[config.mk]
export PLATFORM = sky130hd
export DESIGN_NAME = telemetry_frame_sum_add_check
export DESIGN_NICKNAME = d
export VERILOG_FILES = /design/src/sv/tfsac_pkg.sv /design/src/sv/tfsac_frame_seq.sv /design/src/sv/tfsac_out_skid.sv /design/src/sv/telemetry_frame_sum_add_check.sv
export SDC_FILE = /design/constraint.sdc
export NUM_CORES = 1
export LEC_CHECK = 0
export BUFFER_PORTS_ARGS = -buffer_cell sky130_fd_sc_hd__buf_4
export CAP_MARGIN = 20
export CORE_ASPECT_RATIO = 0.8
export CORE_MARGIN = 1
export CORE_UTILIZATION = 33
export DETAILED_ROUTE_END_ITERATION = 8
export PLACE_DENSITY = 0.62
export SLEW_MARGIN = 40
export SYNTH_ARGS = -nofsm -noshare
export SYNTH_HDL_FRONTEND = slang
export SYNTH_HIERARCHICAL = 1
export SYNTH_SLANG_ARGS = --single-unit
[constraint.sdc]
create_clock -name clk -period 7.5 [get_ports clk]
set_input_delay 0.75 -clock clk [delete_from_list [all_inputs] [get_ports clk]]
set_output_delay 0.75 -clock clk [all_outputs]
set_load 0.1 [all_outputs]
[src/sv/tfsac_pkg.sv]
// Shared types and constants for the telemetry frame builder.
package tfsac_pkg;

    localparam logic [7:0] HDR_BYTE   = 8'hAA;
    localparam logic [7:0] DEST_RESET = 8'hFF;
    localparam logic [7:0] COUNT_MAX  = 8'hFF;

    typedef struct packed {
        logic       first;
        logic       last;
        logic [7:0] func_code;
        logic [7:0] frame_len;
        logic       has_byte;
        logic [7:0] data_byte;
    } in_item_t;

    typedef struct packed {
        logic [7:0] out_byte;
        logic       run_last;
        logic       frame_end;
        logic       count_error;
    } out_item_t;

    typedef enum logic [2:0] {
        STEP_HDR  = 3'd0,
        STEP_DEST = 3'd1,
        STEP_FUNC = 3'd2,
        STEP_LEN  = 3'd3,
        STEP_DATA = 3'd4,
        STEP_SUM  = 3'd5,
        STEP_ADD  = 3'd6
    } step_t;

    localparam int NUM_STEPS = 7;

endpackage

[src/sv/tfsac_frame_seq.sv]
// Item register, byte sequencer and check accumulators.
module tfsac_frame_seq (
    input  logic                clk,
    input  logic                rst_n,
    input  logic [7:0]          dest_addr,
    input  logic                item_valid,
    output logic                item_ready,
    input  tfsac_pkg::in_item_t item,
    output logic                emit_valid,
    input  logic                emit_ready,
    output tfsac_pkg::out_item_t emit
);
    import tfsac_pkg::*;

    in_item_t          item_reg;
    logic              item_valid_reg;
    logic [2:0]        step_reg;
    logic [7:0]        sum_reg;
    logic [7:0]        add_reg;
    logic [7:0]        count_reg;
    logic [7:0]        expected_reg;
    logic              in_frame_reg;
    logic              over_reg;

    logic [NUM_STEPS-1:0] en;
    logic [NUM_STEPS-1:0] rem;
    logic              open_frame;
    logic [2:0]        cur;
    logic              more;
    logic              fire;
    logic              done;
    logic              accept;
    logic [7:0]        byte_sel;
    logic [7:0]        sum_base;
    logic [7:0]        add_base;
    logic [7:0]        sum_next;
    logic [7:0]        add_next;
    logic              count_err;

    always_comb
    begin
        open_frame = item_reg.first || in_frame_reg;
        en[STEP_HDR]  = item_reg.first;
        en[STEP_DEST] = item_reg.first;
        en[STEP_FUNC] = item_reg.first;
        en[STEP_LEN]  = item_reg.first;
        en[STEP_DATA] = item_reg.has_byte && open_frame;
        en[STEP_SUM]  = item_reg.last && open_frame;
        en[STEP_ADD]  = item_reg.last && open_frame;
        for (int i = 0; i < NUM_STEPS; i++)
        begin
            rem[i] = en[i] && (3'(i) >= step_reg);
        end
        // lowest pending step
        cur = 3'd0;
        for (int i = NUM_STEPS - 1; i >= 0; i--)
        begin
            if (rem[i])
            begin
                cur = 3'(i);
            end
        end
        more = 1'b0;
        for (int i = 0; i < NUM_STEPS; i++)
        begin
            if (rem[i] && (3'(i) > cur))
            begin
                more = 1'b1;
            end
        end
    end

    assign count_err = over_reg || (count_reg != expected_reg);

    always_comb
    begin
        unique case (cur)
            STEP_HDR:  byte_sel = HDR_BYTE;
            STEP_DEST: byte_sel = dest_addr;
            STEP_FUNC: byte_sel = item_reg.func_code;
            STEP_LEN:  byte_sel = item_reg.frame_len;
            STEP_DATA: byte_sel = item_reg.data_byte;
            STEP_SUM:  byte_sel = sum_reg;
            STEP_ADD:  byte_sel = add_reg;
            default:   byte_sel = 8'h00;
        endcase
        // the header byte opens fresh accumulators
        sum_base = (cur == STEP_HDR) ? 8'h00 : sum_reg;
        add_base = (cur == STEP_HDR) ? 8'h00 : add_reg;
        sum_next = sum_base + byte_sel;
        add_next = add_base + sum_next;
    end

    assign emit_valid = item_valid_reg && (|rem);
    assign fire       = emit_valid && emit_ready;
    assign done       = item_valid_reg && (!(|rem) || (fire && !more));
    assign item_ready = !item_valid_reg || done;
    assign accept     = item_valid && item_ready;

    always_comb
    begin
        emit.out_byte    = byte_sel;
        emit.run_last    = !more;
        emit.frame_end   = (cur == STEP_ADD);
        emit.count_error = (cur == STEP_ADD) && count_err;
    end

    always_ff @(posedge clk)
    begin
        if (accept)
        begin
            item_reg <= item;
        end
    end

    always_ff @(posedge clk or negedge rst_n)
    begin
        if (!rst_n)
        begin
            item_valid_reg <= 1'b0;
            step_reg       <= 3'd0;
        end
        else
        begin
            if (accept)
            begin
                item_valid_reg <= 1'b1;
                step_reg       <= 3'd0;
            end
            else if (done)
            begin
                item_valid_reg <= 1'b0;
                step_reg       <= 3'd0;
            end
            else if (fire)
            begin
                step_reg <= cur + 3'd1;
            end
        end
    end

    always_ff @(posedge clk or negedge rst_n)
    begin
        if (!rst_n)
        begin
            sum_reg      <= 8'h00;
            add_reg      <= 8'h00;
            count_reg    <= 8'h00;
            expected_reg <= 8'h00;
            in_frame_reg <= 1'b0;
            over_reg     <= 1'b0;
        end
        else if (fire)
        begin
            if (cur <= STEP_DATA)
            begin
                sum_reg <= sum_next;
                add_reg <= add_next;
            end
            if (cur == STEP_HDR)
            begin
                count_reg    <= 8'h00;
                over_reg     <= 1'b0;
                expected_reg <= item_reg.frame_len;
                in_frame_reg <= 1'b1;
            end
            if (cur == STEP_DATA)
            begin
                // saturate the count, remember the overflow
                if (count_reg == COUNT_MAX)
                begin
                    over_reg <= 1'b1;
                end
                else
                begin
                    count_reg <= count_reg + 8'd1;
                end
            end
            if (cur == STEP_ADD)
            begin
                in_frame_reg <= 1'b0;
            end
        end
    end

endmodule

[src/sv/tfsac_out_skid.sv]
// Output register with a skid stage for the result channel.
module tfsac_out_skid (
    input  logic                 clk,
    input  logic                 rst_n,
    input  logic                 up_valid,
    output logic                 up_ready,
    input  tfsac_pkg::out_item_t up_data,
    output logic                 down_valid,
    input  logic                 down_ready,
    output tfsac_pkg::out_item_t down_data
);
    import tfsac_pkg::*;

    out_item_t out_reg;
    out_item_t skid_reg;
    logic      out_valid_reg;
    logic      skid_valid_reg;
    logic      up_fire;
    logic      load_out;
    logic      load_skid;
    logic      pop_skid;

    assign up_ready   = !skid_valid_reg;
    assign up_fire    = up_valid && up_ready;
    assign pop_skid   = skid_valid_reg && down_ready;
    assign load_out   = up_fire && (!out_valid_reg || down_ready);
    assign load_skid  = up_fire && out_valid_reg && !down_ready;
    assign down_valid = out_valid_reg;
    assign down_data  = out_reg;

    always_ff @(posedge clk)
    begin
        if (pop_skid)
        begin
            out_reg <= skid_reg;
        end
        else if (load_out)
        begin
            out_reg <= up_data;
        end
        if (load_skid)
        begin
            skid_reg <= up_data;
        end
    end

    always_ff @(posedge clk or negedge rst_n)
    begin
        if (!rst_n)
        begin
            out_valid_reg  <= 1'b0;
            skid_valid_reg <= 1'b0;
        end
        else
        begin
            if (pop_skid)
            begin
                skid_valid_reg <= 1'b0;
            end
            else if (load_skid)
            begin
                skid_valid_reg <= 1'b1;
            end
            if (pop_skid || load_out)
            begin
                out_valid_reg <= 1'b1;
            end
            else if (down_ready)
            begin
                out_valid_reg <= 1'b0;
            end
        end
    end

endmodule

[src/sv/telemetry_frame_sum_add_check.sv]
// Top level of the telemetry frame builder with sum and add checks.
//
//  channel  | handshake                  | payload
//  ---------+----------------------------+-------------------------
//  item     | item_valid / item_ready    | item   (in_item_t)
//  result   | result_valid / result_ready| result (out_item_t)
//  cfg      | cfg_valid / cfg_ready      | cfg_data (dest_addr)
//
// Each item emits its 0 to 7 bytes at one byte per cycle from the item
// register while the skid stage accepts them; payload-only items likewise
// pass at one per cycle. The output register plus skid stage keeps the
// result side registered. Reset clears the accumulators, closes any frame
// and sets dest_addr to 0xFF. cfg_ready is always high.
module telemetry_frame_sum_add_check (
    input  logic                 clk,
    input  logic                 rst_n,
    input  logic                 item_valid,
    output logic                 item_ready,
    input  tfsac_pkg::in_item_t  item,
    output logic                 result_valid,
    input  logic                 result_ready,
    output tfsac_pkg::out_item_t result,
    input  logic                 cfg_valid,
    output logic                 cfg_ready,
    input  logic [7:0]           cfg_data
);
    import tfsac_pkg::*;

    logic [7:0] dest_reg;
    logic       emit_valid;
    logic       emit_ready;
    out_item_t  emit;

    assign cfg_ready = 1'b1;

    always_ff @(posedge clk or negedge rst_n)
    begin
        if (!rst_n)
        begin
            dest_reg <= DEST_RESET;
        end
        else if (cfg_valid && cfg_ready)
        begin
            dest_reg <= cfg_data;
        end
    end

    tfsac_frame_seq u_seq (
        .clk        (clk),
        .rst_n      (rst_n),
        .dest_addr  (dest_reg),
        .item_valid (item_valid),
        .item_ready (item_ready),
        .item       (item),
        .emit_valid (emit_valid),
        .emit_ready (emit_ready),
        .emit       (emit)
    );

    tfsac_out_skid u_out (
        .clk        (clk),
        .rst_n      (rst_n),
        .up_valid   (emit_valid),
        .up_ready   (emit_ready),
        .up_data    (emit),
        .down_valid (result_valid),
        .down_ready (result_ready),
        .down_data  (result)
    );

endmodule
## After elaboration in Yosys (flattened, before gate mapping)

Cells that the tools add are included.

| storage, ports and cells | value |
|---|---|
| logic and storage cells | 137 |
| output and inout port bits | 14 |
| register bits | 97 |
| bits of input ports | 40 |

| operators by class | value |
|---|---|
| magnitude comparators | 15 |
| reductions and logical operators | 49 |
| add/sub/neg operators | 4 |
| equality and inequality tests | 8 |
| muxes and demuxes | 36 |

Operator list:

| cell | number |
|---|---|
| case mux 8 bit (7 select lines) | 1 |
| two-way mux 8 bit | 5 |
| two-way mux 3 bit | 10 |
| logical AND 1 bit | 26 |
| two-way mux 11 bit | 2 |
| two-way mux 1 bit | 18 |
| adder 8 bit | 2 |
| nonzero test 2 bit | 5 |
| equality test 3 bit (second input constant) | 3 |
| >= comparator 3 bit (first input constant) | 3 |
| greater-than comparator 3 bit (first input constant) | 3 |
| adder 8 x 1 -> 8 bit (second input constant) | 1 |
| equality test 8 bit (second input constant) | 1 |
| != test 8 bit | 1 |
| OR reduction 7 bit | 1 |
| equality test 3 x 2 -> 1 bit (second input constant) | 2 |
| >= comparator 1 x 3 -> 1 bit (first input constant) | 2 |
| >= comparator 2 x 3 -> 1 bit (first input constant) | 2 |
| greater-than comparator 1 x 3 -> 1 bit (first input constant) | 2 |
| greater-than comparator 2 x 3 -> 1 bit (first input constant) | 2 |
| zero test 1 bit | 6 |
| logical OR 1 bit | 6 |
| AND reduction 2 bit | 3 |
| adder 3 x 1 -> 3 bit (second input constant) | 1 |
| other kinds (4) | 4 |

## Depth between registers and ports, before layout

Gate-level depths: netlist of run 1.

| logic depth | value |
|---|---|
| word-level depth | 26 |
| mapped depth | 25 |
| depth with buffers taken out | 23 |

## By module

Netlist of run 1, hierarchy kept.

By module, submodules not included:

| module | sequential area each (µm²) | times used | cells an instance | area an instance (µm²) |
|---|---|---|---|---|
| tfsac_frame_seq | 1,761.7 | 1 | 368 | 3,808.7 |
| tfsac_out_skid | 710.7 | 1 | 46 | 932.1 |
| telemetry_frame_sum_add_check | 210.2 | 1 | 19 | 352.8 |

## Worst setup path before layout of run 1

No wires, ideal clock.

| timing | value |
|---|---|
| path type | register to register |
| start point | register u_seq.step_reg[1] |
| end point | register u_seq.add_reg[7] |
| data required time | 7,372 ps |
| cell stages (with the launch flop) | 24 |
| setup slack | 2,845 ps |
| setup time | 128 ps |
| period minus slack after synthesis | 4,655 ps |
| data arrival time | 4,526 ps |
| buffers on the path | 2 |
| path through | dfrtp_1 > buf_6 > or3b_4 > a21oi_2 > nor3b_2 > a31oi_1 > ha_1 > nand2_1 > clkbuf_1 > and4_1 > inv_1 > ha_1 > a21o_1 > a211oi_1 > o21bai_1 > xor2_1 > ha_1 > or2_2 > a21oi_1 > a21oi_1 > xnor2_1 > nand3_1 > mux2i_1 > nor4_2 |

RTL lines:

| what | line | text |
|---|---|---|
| start: declaration | tfsac_frame_seq.sv:17 | `logic [2:0] step_reg;` |
| start signal: assignment | tfsac_frame_seq.sv:137 | `step_reg <= cur + 3'd1;` |
| end signal: assignment | tfsac_frame_seq.sv:158 | `add_reg <= add_next;` |
| end: declaration | tfsac_frame_seq.sv:19 | `logic [7:0] add_reg;` |

==> summary.txt, run 1 <==
Placed design
  • Placed Instances: 681
  • Place WS: 1470 ps
  • Final HPWL DP: 8000 um
  • Final Wtd Congestion: between 0.8 and 0.9
  • Port Buffers: 52
  • Placed Instance Area: 5660 um^2

Worst setup path
  • R2R depth: 21
  • Crit end category: flop
  • CP Cell Sequence: or3b_4, a21oi_2, nor3b_2, a31oi_1, ha_1, nand2_1, and4_1, inv_1, ha_1, a21o_1, a211oi_1, o21bai_1, xor2_1, ha_1, or2_2, a21oi_1, a21oi_1, xnor2_1, nand3_1, mux2i_1, nor4_2
  • Cell family with most CP delay: simple AND/OR/NAND/NOR gates
  • Bufs and invs on worst path: 1
  • Arrival time of the worst setup path: 6310 ps
  • CP max-delay cell: dfrtp_1
  • Critical path fanouts, max: 22
  • CP startpoint kind: flop
  • Max incr delay on CP: 820 ps
  • Worst Path Required: between 7000 and 8000 ps
  • CP Depth: 21
  • CP most frequent cell: ha_1
  • Kind of critical path: reg -> reg

STA
  • Final hold vios: 0
  • Slew @ Worst Pin: ~770 ps
  • Worst clock skew: 5.41 ps
  • Fin crit share: 0.812
  • TNS Setup: 0 ps
  • Post-route setup slack: 1410 ps
  • Slew margin rel.: 0.484
  • RSZ-0062 raised after global routing: false
  • Crit path time final: around 6100 ps
  • Fmax: 164 MHz
  • Fin. max-slew vios: 0
  • Endpoints failing setup: 0

Floorplan
  • CORE AREA: 15100 um^2
  • Die Area: 15900 um^2
  • Rows: 40
  • Die Ht: 113 um
  • Die X: 141 um
  • Initial Util: 0.338
  • IO Pins: 54

Logic synthesis
  • Top-area cell type share of the netlist area: 0.289
  • Post-synth EDFFs: 49
  • Ys async rst share: 0.495
  • Synth Register Bits: just under 100
  • Post-synthesis mux area share: 0.108
  • Count leader, synth: nand2_1
  • Xor/xnor share of the synthesized area: 0.0378
  • Count of cell types in the netlist: 64
  • Sequential share of the synthesized area: 0.527
  • Most used DFF post-synth: edfxtp_1
  • Warnings from Yosys: 6
  • Most frequent cells after synthesis: 51 x nand2_1, 49 x edfxtp_1, 40 x dfrtp_1
  • Synth Area in Compound Gates: 0.109
  • Main area contributors after synthesis: edfxtp_1 29%, dfrtp_1 20%, mux2_4 5.0%
  • Synth Area in Simple Gates: 0.130
  • Post-Syn Area: 5090 um^2
  • Post-synthesis net count: around 500
  • Main combinational cell family by area after synthesis: simple AND/OR/NAND/NOR gates
  • Adder-cell share of the synthesized area: 0.0521
  • Area leader, netlist: edfxtp_1
  • Post-Synthesis Cells: 433
  • Syn Area/Cell: ~12 um^2

Clocking
  • Clock sink count: between 90 and 100
  • Insertion delay to the later sink of the worst-skew pair: about 340 ps
  • Clk slew on worst S/H paths: 70 ps
  • CTS tree: built
  • # resized after CTS: 0
  • # Post-CTS Setup Buffers: 0
  • CTS root buffer: clkbuf_16
  • CTS Hold Buffers Added: 0
  • Max Root-Sink Buffers: 2
  • H-tree depth: 3
  • CTS Buf Count: 9

Status
  • Status: completed

Flow run
  • Max_cap viols: 0

Routing
  • Drc violations: 0
  • Vias/cell: between 4 and 5
  • Post-DR wirelength/cell: around 16 um
  • Routed Antenna Nets: 0
  • Via Count: ~3500
  • First-pass DRT Iterations: 4
  • Initial DRC Count: 219
  • Total Routed Length: 11000 um

Power
  • VDD IR max: around 0.00018 V
  • Total power: 2.99 mW
  • Leakage: 2.53 nW
  • PD cells: 501 nW/um^2

Global routing
  • Pin count of the biggest net entering global routing: 49
  • Vias in the first global route: 3447
  • First-pass GRT wire length: 18100 um
  • GRT Util Overall: 0.149
  • Grt ovf: 0
  • Initial antenna violation count: 0

Cells and area
  • FILL cells: 1440
  • Layout cell share with drive strength beyond 1: 0.244
  • N_diodes: 0
  • Area Overhead vs Synth: 17.4%
  • Nets: 542
  • Design area: approximately 6000 um^2
  • Number of flip-flops under the largest register name: 26
  • Fin cells: between 600 and 700

Worst hold path
  • Min-Delay Path Class: in -> async
cells by family (layout without fill, tap and decap cells):
kind of cell / after synthesis / in the layout
DFF: 97 / 97
and+or+nand+nor: 128 / 128
buffers and inverters: 35 / 89
xor gates and xnor gates: 22 / 22
adders and majority gates: 20 / 20
AOI/OAI and AO/OA: 85 / 85
other: 1 / 1
muxes: 45 / 45
placed cells by master, fill, tap and decap left out, types with 15 or more instances in the layout:
cell and instances:
edfxtp_1 49, ha_1 18, a21oi_1 15, buf_4 54, nand2_1 51, mux2i_1 15, o21ai_0 25, dfrtp_1 40
inv_1 18, mux2_4 17
per-stage QoR:
stage,utilization,hold WS [ps]
after global placement,0.376,472
after detailed placement,0.376,481
final,0.397,407
after CTS,0.397,448
after floorplan,-,451
after global routing,0.397,477
power by group:
| part | internal (mW) | total (mW) | leakage, nW | switching, mW |
|---|---|---|---|---|
| Sequential | 0.783 | 0.915 | 1.05 | 0.132 |
| Combinational | 0.603 | 1.59 | 1.32 | 0.984 |
| Clock | 0.292 | 0.493 | 0.153 | 0.201 |
| Total | 1.68 | 2.99 | 2.53 | 1.32 |
worst paths after layout:
kind / from / to / slack (ps)
max: u_seq/step_reg[1] / u_seq/add_reg[7] / 1410
min: rst_n / u_out/down_valid / 410
max reg2reg: u_seq/step_reg[1] / u_seq/add_reg[7] / 1410
min reg2reg: u_seq/over_reg / u_seq/over_reg / 490
max in group asynchronous: rst_n / u_seq/sum_reg[5] / 6630
min in group clk: u_seq/over_reg / u_seq/over_reg / 490
worst reg2reg max path, cell delays in order, from the launching register on:
cell      delay, ps
dfrtp_1         820
or3b_4          270
a21oi_2          70
nor3b_2         670
a31oi_1         200
ha_1            290
nand2_1         540
and4_1          370
inv_1            90
ha_1            290
a21o_1          190
a211oi_1        240
o21bai_1        150
xor2_1          190
ha_1            350
or2_2           290
a21oi_1         140
a21oi_1          70
xnor2_1         340
nand3_1         130
mux2i_1         200
nor4_2           70
per-layer routing:
layer  GRT usage  part of all wire  vias up
li1            -                 -     1656
met4      0.0551             0.023        0
met2       0.222              0.42      108
met3      0.0377             0.059       22
met5           0                 0        -
met1       0.208              0.50     1673
layout make-up:
class	count	area [um^2]	share of cell area
clock buffer	9	225	0.0377
clock inverter	7	93.8	0.0157
inverter	19	71.3	0.0119
multi-input combinational	301	2240	0.374
sequential	97	2680	0.449
tap	210	263	0.0439
timing repair buffer	54	405	0.0678
(Power assumes the default switching activity.)
==> run 2: changes to the inputs <==
--- a/config.mk
+++ b/config.mk
@@ -5,13 +5,14 @@
 export SDC_FILE = /design/constraint.sdc
 export NUM_CORES = 1
 export LEC_CHECK = 0
+export ABC_AREA = 1
 export BUFFER_PORTS_ARGS = -buffer_cell sky130_fd_sc_hd__buf_4
 export CAP_MARGIN = 20
 export CORE_ASPECT_RATIO = 0.8
 export CORE_MARGIN = 1
 export CORE_UTILIZATION = 33
 export DETAILED_ROUTE_END_ITERATION = 8
-export PLACE_DENSITY = 0.62
+export PLACE_DENSITY = 0.64
 export SLEW_MARGIN = 40
 export SYNTH_ARGS = -nofsm -noshare
 export SYNTH_HDL_FRONTEND = slang
==> constraint.sdc (replaced) <==
create_clock -name clk -period 5 [get_ports clk]
set_input_delay 0.5 -clock clk [delete_from_list [all_inputs] [get_ports clk]]
set_output_delay 0.5 -clock clk [all_outputs]
set_load 0.1 [all_outputs]
==> run 2 against run 1 <==
Against the previous run: first-iteration DRC count up 89%; clock skew grew 2.6 ps; maximum frequency is 28% higher; critical path depth grew 5; cell count grew 15%; synthesized cell count increased by 28%; via count grew 16%; wire length grew 12%; die area shrank 1.4%; global-route usage grew 1.5 points; sequential share of layout area increased by 0.38 points.
==> summary.txt, run 2 <==
Cells and area
  • Most frequent cells in the layout: 138 x nand2_1, 75 x inv_1, 58 x buf_4
  • Number of flip-flops under the largest register name: 26 (unchanged)
  • Area Overhead vs Synth: 18.1%
  • Fin cells: 802 (+15%)
  • Layout cell share with drive strength beyond 1: 0.173 (-0.0712)
  • Most common cell after layout, fill and taps aside: nand2_1
  • Nets: 673 (+24%)
  • N_diodes: 0 (unchanged)

Logic synthesis
  • Sequential share of the synthesized area: 0.534 (+0.00748)
  • Top-area cell type share of the netlist area: 0.293 (+0.00410)
  • Area leader, netlist: edfxtp_1
  • Post-synth EDFFs: 49 (unchanged)
  • Count of cell types in the netlist: 39 (-39%)
  • Most frequent cells after synthesis: 138 x nand2_1, 77 x inv_1, 49 x edfxtp_1
  • Main area contributors after synthesis: edfxtp_1 29%, dfrtp_1 20%, nand2_1 10%
  • Post-synthesis net count: 614 (+25%)
  • Syn Area/Cell: 9.07 um^2 (-23%)
  • Ys async rst share: 0.495 (unchanged)
  • Warnings from Yosys: 6 (unchanged)
  • Post-Syn Area: 5020 um^2 (-1.4%)
  • Post-Synthesis Cells: 554 (+28%)
  • Synth Register Bits: 97 (unchanged)
  • Count leader, synth: nand2_1
  • Most used DFF post-synth: edfxtp_1

STA
  • Crit path time final: 4750 ps (-1330 ps)
  • Endpoints failing setup: 0 (unchanged)
  • WHS: 182 ps (-225 ps)
  • Slew margin rel.: 0.562 (+0.0786)
  • Fin crit share: 0.951 (+0.139)
  • Fmax: 210 MHz (+28%)
  • Final hold vios: 0 (unchanged)
  • Slew @ Worst Pin: 655 ps (-116 ps)
  • TNS Setup: 0 ps (unchanged)
  • Worst clock skew: 8.04 ps (+2.63 ps)
  • Fin. max-slew vios: 0 (unchanged)

Floorplan
  • Initial Util: 0.344 (+0.00610)
  • Die Area: 15700 um^2 (-1.4%)
  • Die X: 140 um (-0.70%)
  • CORE AREA: 14600 um^2 (-3.1%)
  • IO Pins: 54 (unchanged)
  • Rows: 39 (-2.5%)
  • Die Ht: 112 um (-0.69%)

Global routing
  • Pin count of the biggest net entering global routing: 49 (unchanged)
  • GRT Util Overall: 0.164 (+0.0150)
  • Initial antenna violation count: 0 (unchanged)
  • Grt ovf: 0 (unchanged)
  • Vias in the first global route: 3777 (+9.6%)
  • First-pass GRT wire length: 19600 um (+8.4%)

Worst setup path
  • Worst r2r src: u_seq/en[0]
  • CP max-delay cell: edfxtp_1
  • Max incr delay on CP: 480 ps (-340 ps)
  • Worst Path Required: 5240 ps (-2490 ps)
  • Arrival time of the worst setup path: 4990 ps (-1320 ps)
  • Kind of critical path: reg -> reg
  • Crit end category: flop
  • R2R Setup Slk: 250 ps (-1170 ps)
  • CP most frequent cell: nand2_1
  • Crit Reg-Reg Endpoint: u_seq/add_reg[7]
  • Cell family with most CP delay: simple AND/OR/NAND/NOR gates
  • Critical Path End: u_seq/add_reg[7]
  • CP startpoint kind: flop
  • R2R depth: 26 (+24%)
  • Bufs and invs on worst path: 2 (+1)
  • CP startpoint: u_seq/en[0]
  • Critical path fanouts, max: 8 (-64%)
  • CP Depth: 26 (+24%)

Clocking
  • CTS Buf Count: 9 (unchanged)
  • Max Root-Sink Buffers: 2 (unchanged)
  • Clock sink count: 97 (unchanged)
  • Insertion delay to the later sink of the worst-skew pair: 350 ps (about the same)
  • CTS tree: built
  • CTS Hold Buffers Added: 0 (unchanged)
  • Clk slew on worst S/H paths: 70 ps (about the same)
  • CTS root buffer: clkbuf_16
  • H-tree depth: 3 (unchanged)

Routing
  • First-pass DRT Iterations: 5 (+1)
  • Vias/cell: 4.99 (+0.45%)
  • Initial DRC Count: 415 (+89%)
  • Post-DR wirelength/cell: 15.3 um (-3.0%)
  • Via Count: 3998 (+16%)
  • Total Routed Length: 12300 um (+12%)
  • Drc violations: 0 (unchanged)
  • Routed Antenna Nets: 0 (unchanged)

Status
  • Status: completed

Placed design
  • Port Buffers: 52 (unchanged)
  • Final Wtd Congestion: 0.924 (+5.2%)
  • Final HPWL DP: 9130 um (+14%)
  • Placed Instances: 784 (+15%)

Worst hold path
  • Min-Delay Path Class: in -> async

Flow run
  • Max_cap viols: 0 (unchanged)
## run 2: changes by cell type after synthesis, moves of 7 or more
cell      change
nand3_1      +23
mux2_4       -17
nand2b_1      -8
mux2i_1      -15
nand4_1       +9
o22ai_1       +7
nor2_1       +25
inv_1        +59
mux2_2        -8
and2_1       -13
xnor2_1       -7
a221oi_1      +8
o21ai_0      +13
nand2_1      +87
## run 2: per-layer routing
layer | GRT usage | vias up | share of wire | routed length (um)
li1 | - | 1957 | - | -
met4 | 0.0498 | 0 | 0.013 | 162
met5 | 0 | - | 0 | 0
met1 | 0.244 | 1874 | 0.50 | 6180
met3 | 0.0435 | 15 | 0.073 | 889
met2 | 0.230 | 152 | 0.41 | 5030
## run 2: area by class of cell
cell class	instances	area, um^2
inverters	83	312
well taps	184	230
fillers	1404	8660
clock buffers	13	250
flip-flops and latches	97	2680
repair buffers	58	435
multi-input cells	364	1990
clock inverters	3	26.3
## run 2: worst register-to-register path, cell delays in order (launching register included)
cell      delay, ps
edfxtp_1        480
nor2_2          240
nor2_1           70
nand3_1         150
nand2_4         120
nand2_2         150
inv_1           110
ha_1            200
nand2_1          90
clkinv_1        220
a221oi_1        360
nand2_1         200
ha_2            430
nand2_1          70
o21ai_1         200
a21oi_1         100
nor2_1          100
nor2_1           60
xnor2_1         190
ha_1            290
a21oi_1         150
o31ai_1          80
a21oi_1         180
xor2_1          200
nand3_1         100
nand3_1          80
nand2_1          50
## run 2: how the worst min path moves through the flow
stage,startpoint,to,slack (ps),depth (start not counted)
finish,rst_n,u_seq/expected_reg[6],180,1
detailed placement,dest_reg[6],dest_reg[6],460,2
global placement,dest_reg[6],dest_reg[6],450,2
floorplan,rst_n,u_out/down_valid,200,0
CTS,rst_n,u_seq/add_reg[2],190,1
global route,rst_n,u_seq/sum_reg[3],220,1
## run 2: kinds of logic (layout without fill, tap and decap cells)
| logic type | Yosys count | after routing | synth area share |
|---|---|---|---|
| AOI/OAI and AO/OA | 88 | 88 | 0.104 |
| xor gates and xnor gates | 15 | 15 | 0.0262 |
| adders and majority gates | 20 | 20 | 0.0528 |
| buffers and inverters | 93 | 157 | 0.0780 |
| DFF | 97 | 97 | 0.534 |
| other | 1 | 1 | 0.000747 |
| and+or+nand+nor | 240 | 240 | 0.204 |
## run 2: per-stage QoR
step / instance area, um^2 / utilization / worst slack (ps)
3_5_place_dp: 5600 / 0.384 / 109
2_1_floorplan: 5020 / - / 646
6_report: 5930 / 0.406 / 247
4_1_cts: 5870 / 0.403 / 109
5_1_grt: 5930 / 0.406 / -22.1
3_3_place_gp: 5600 / 0.384 / 390
## run 2: timing repair
item,in CTS,in global routing
resized for setup,0,11
setup endpoints to repair,0,4
buffers inserted,0,2
Power of run 2 is left out: the tool's default activity adds up to more than one toggle a clock period on the data nets, which glitch-free logic cannot reach.
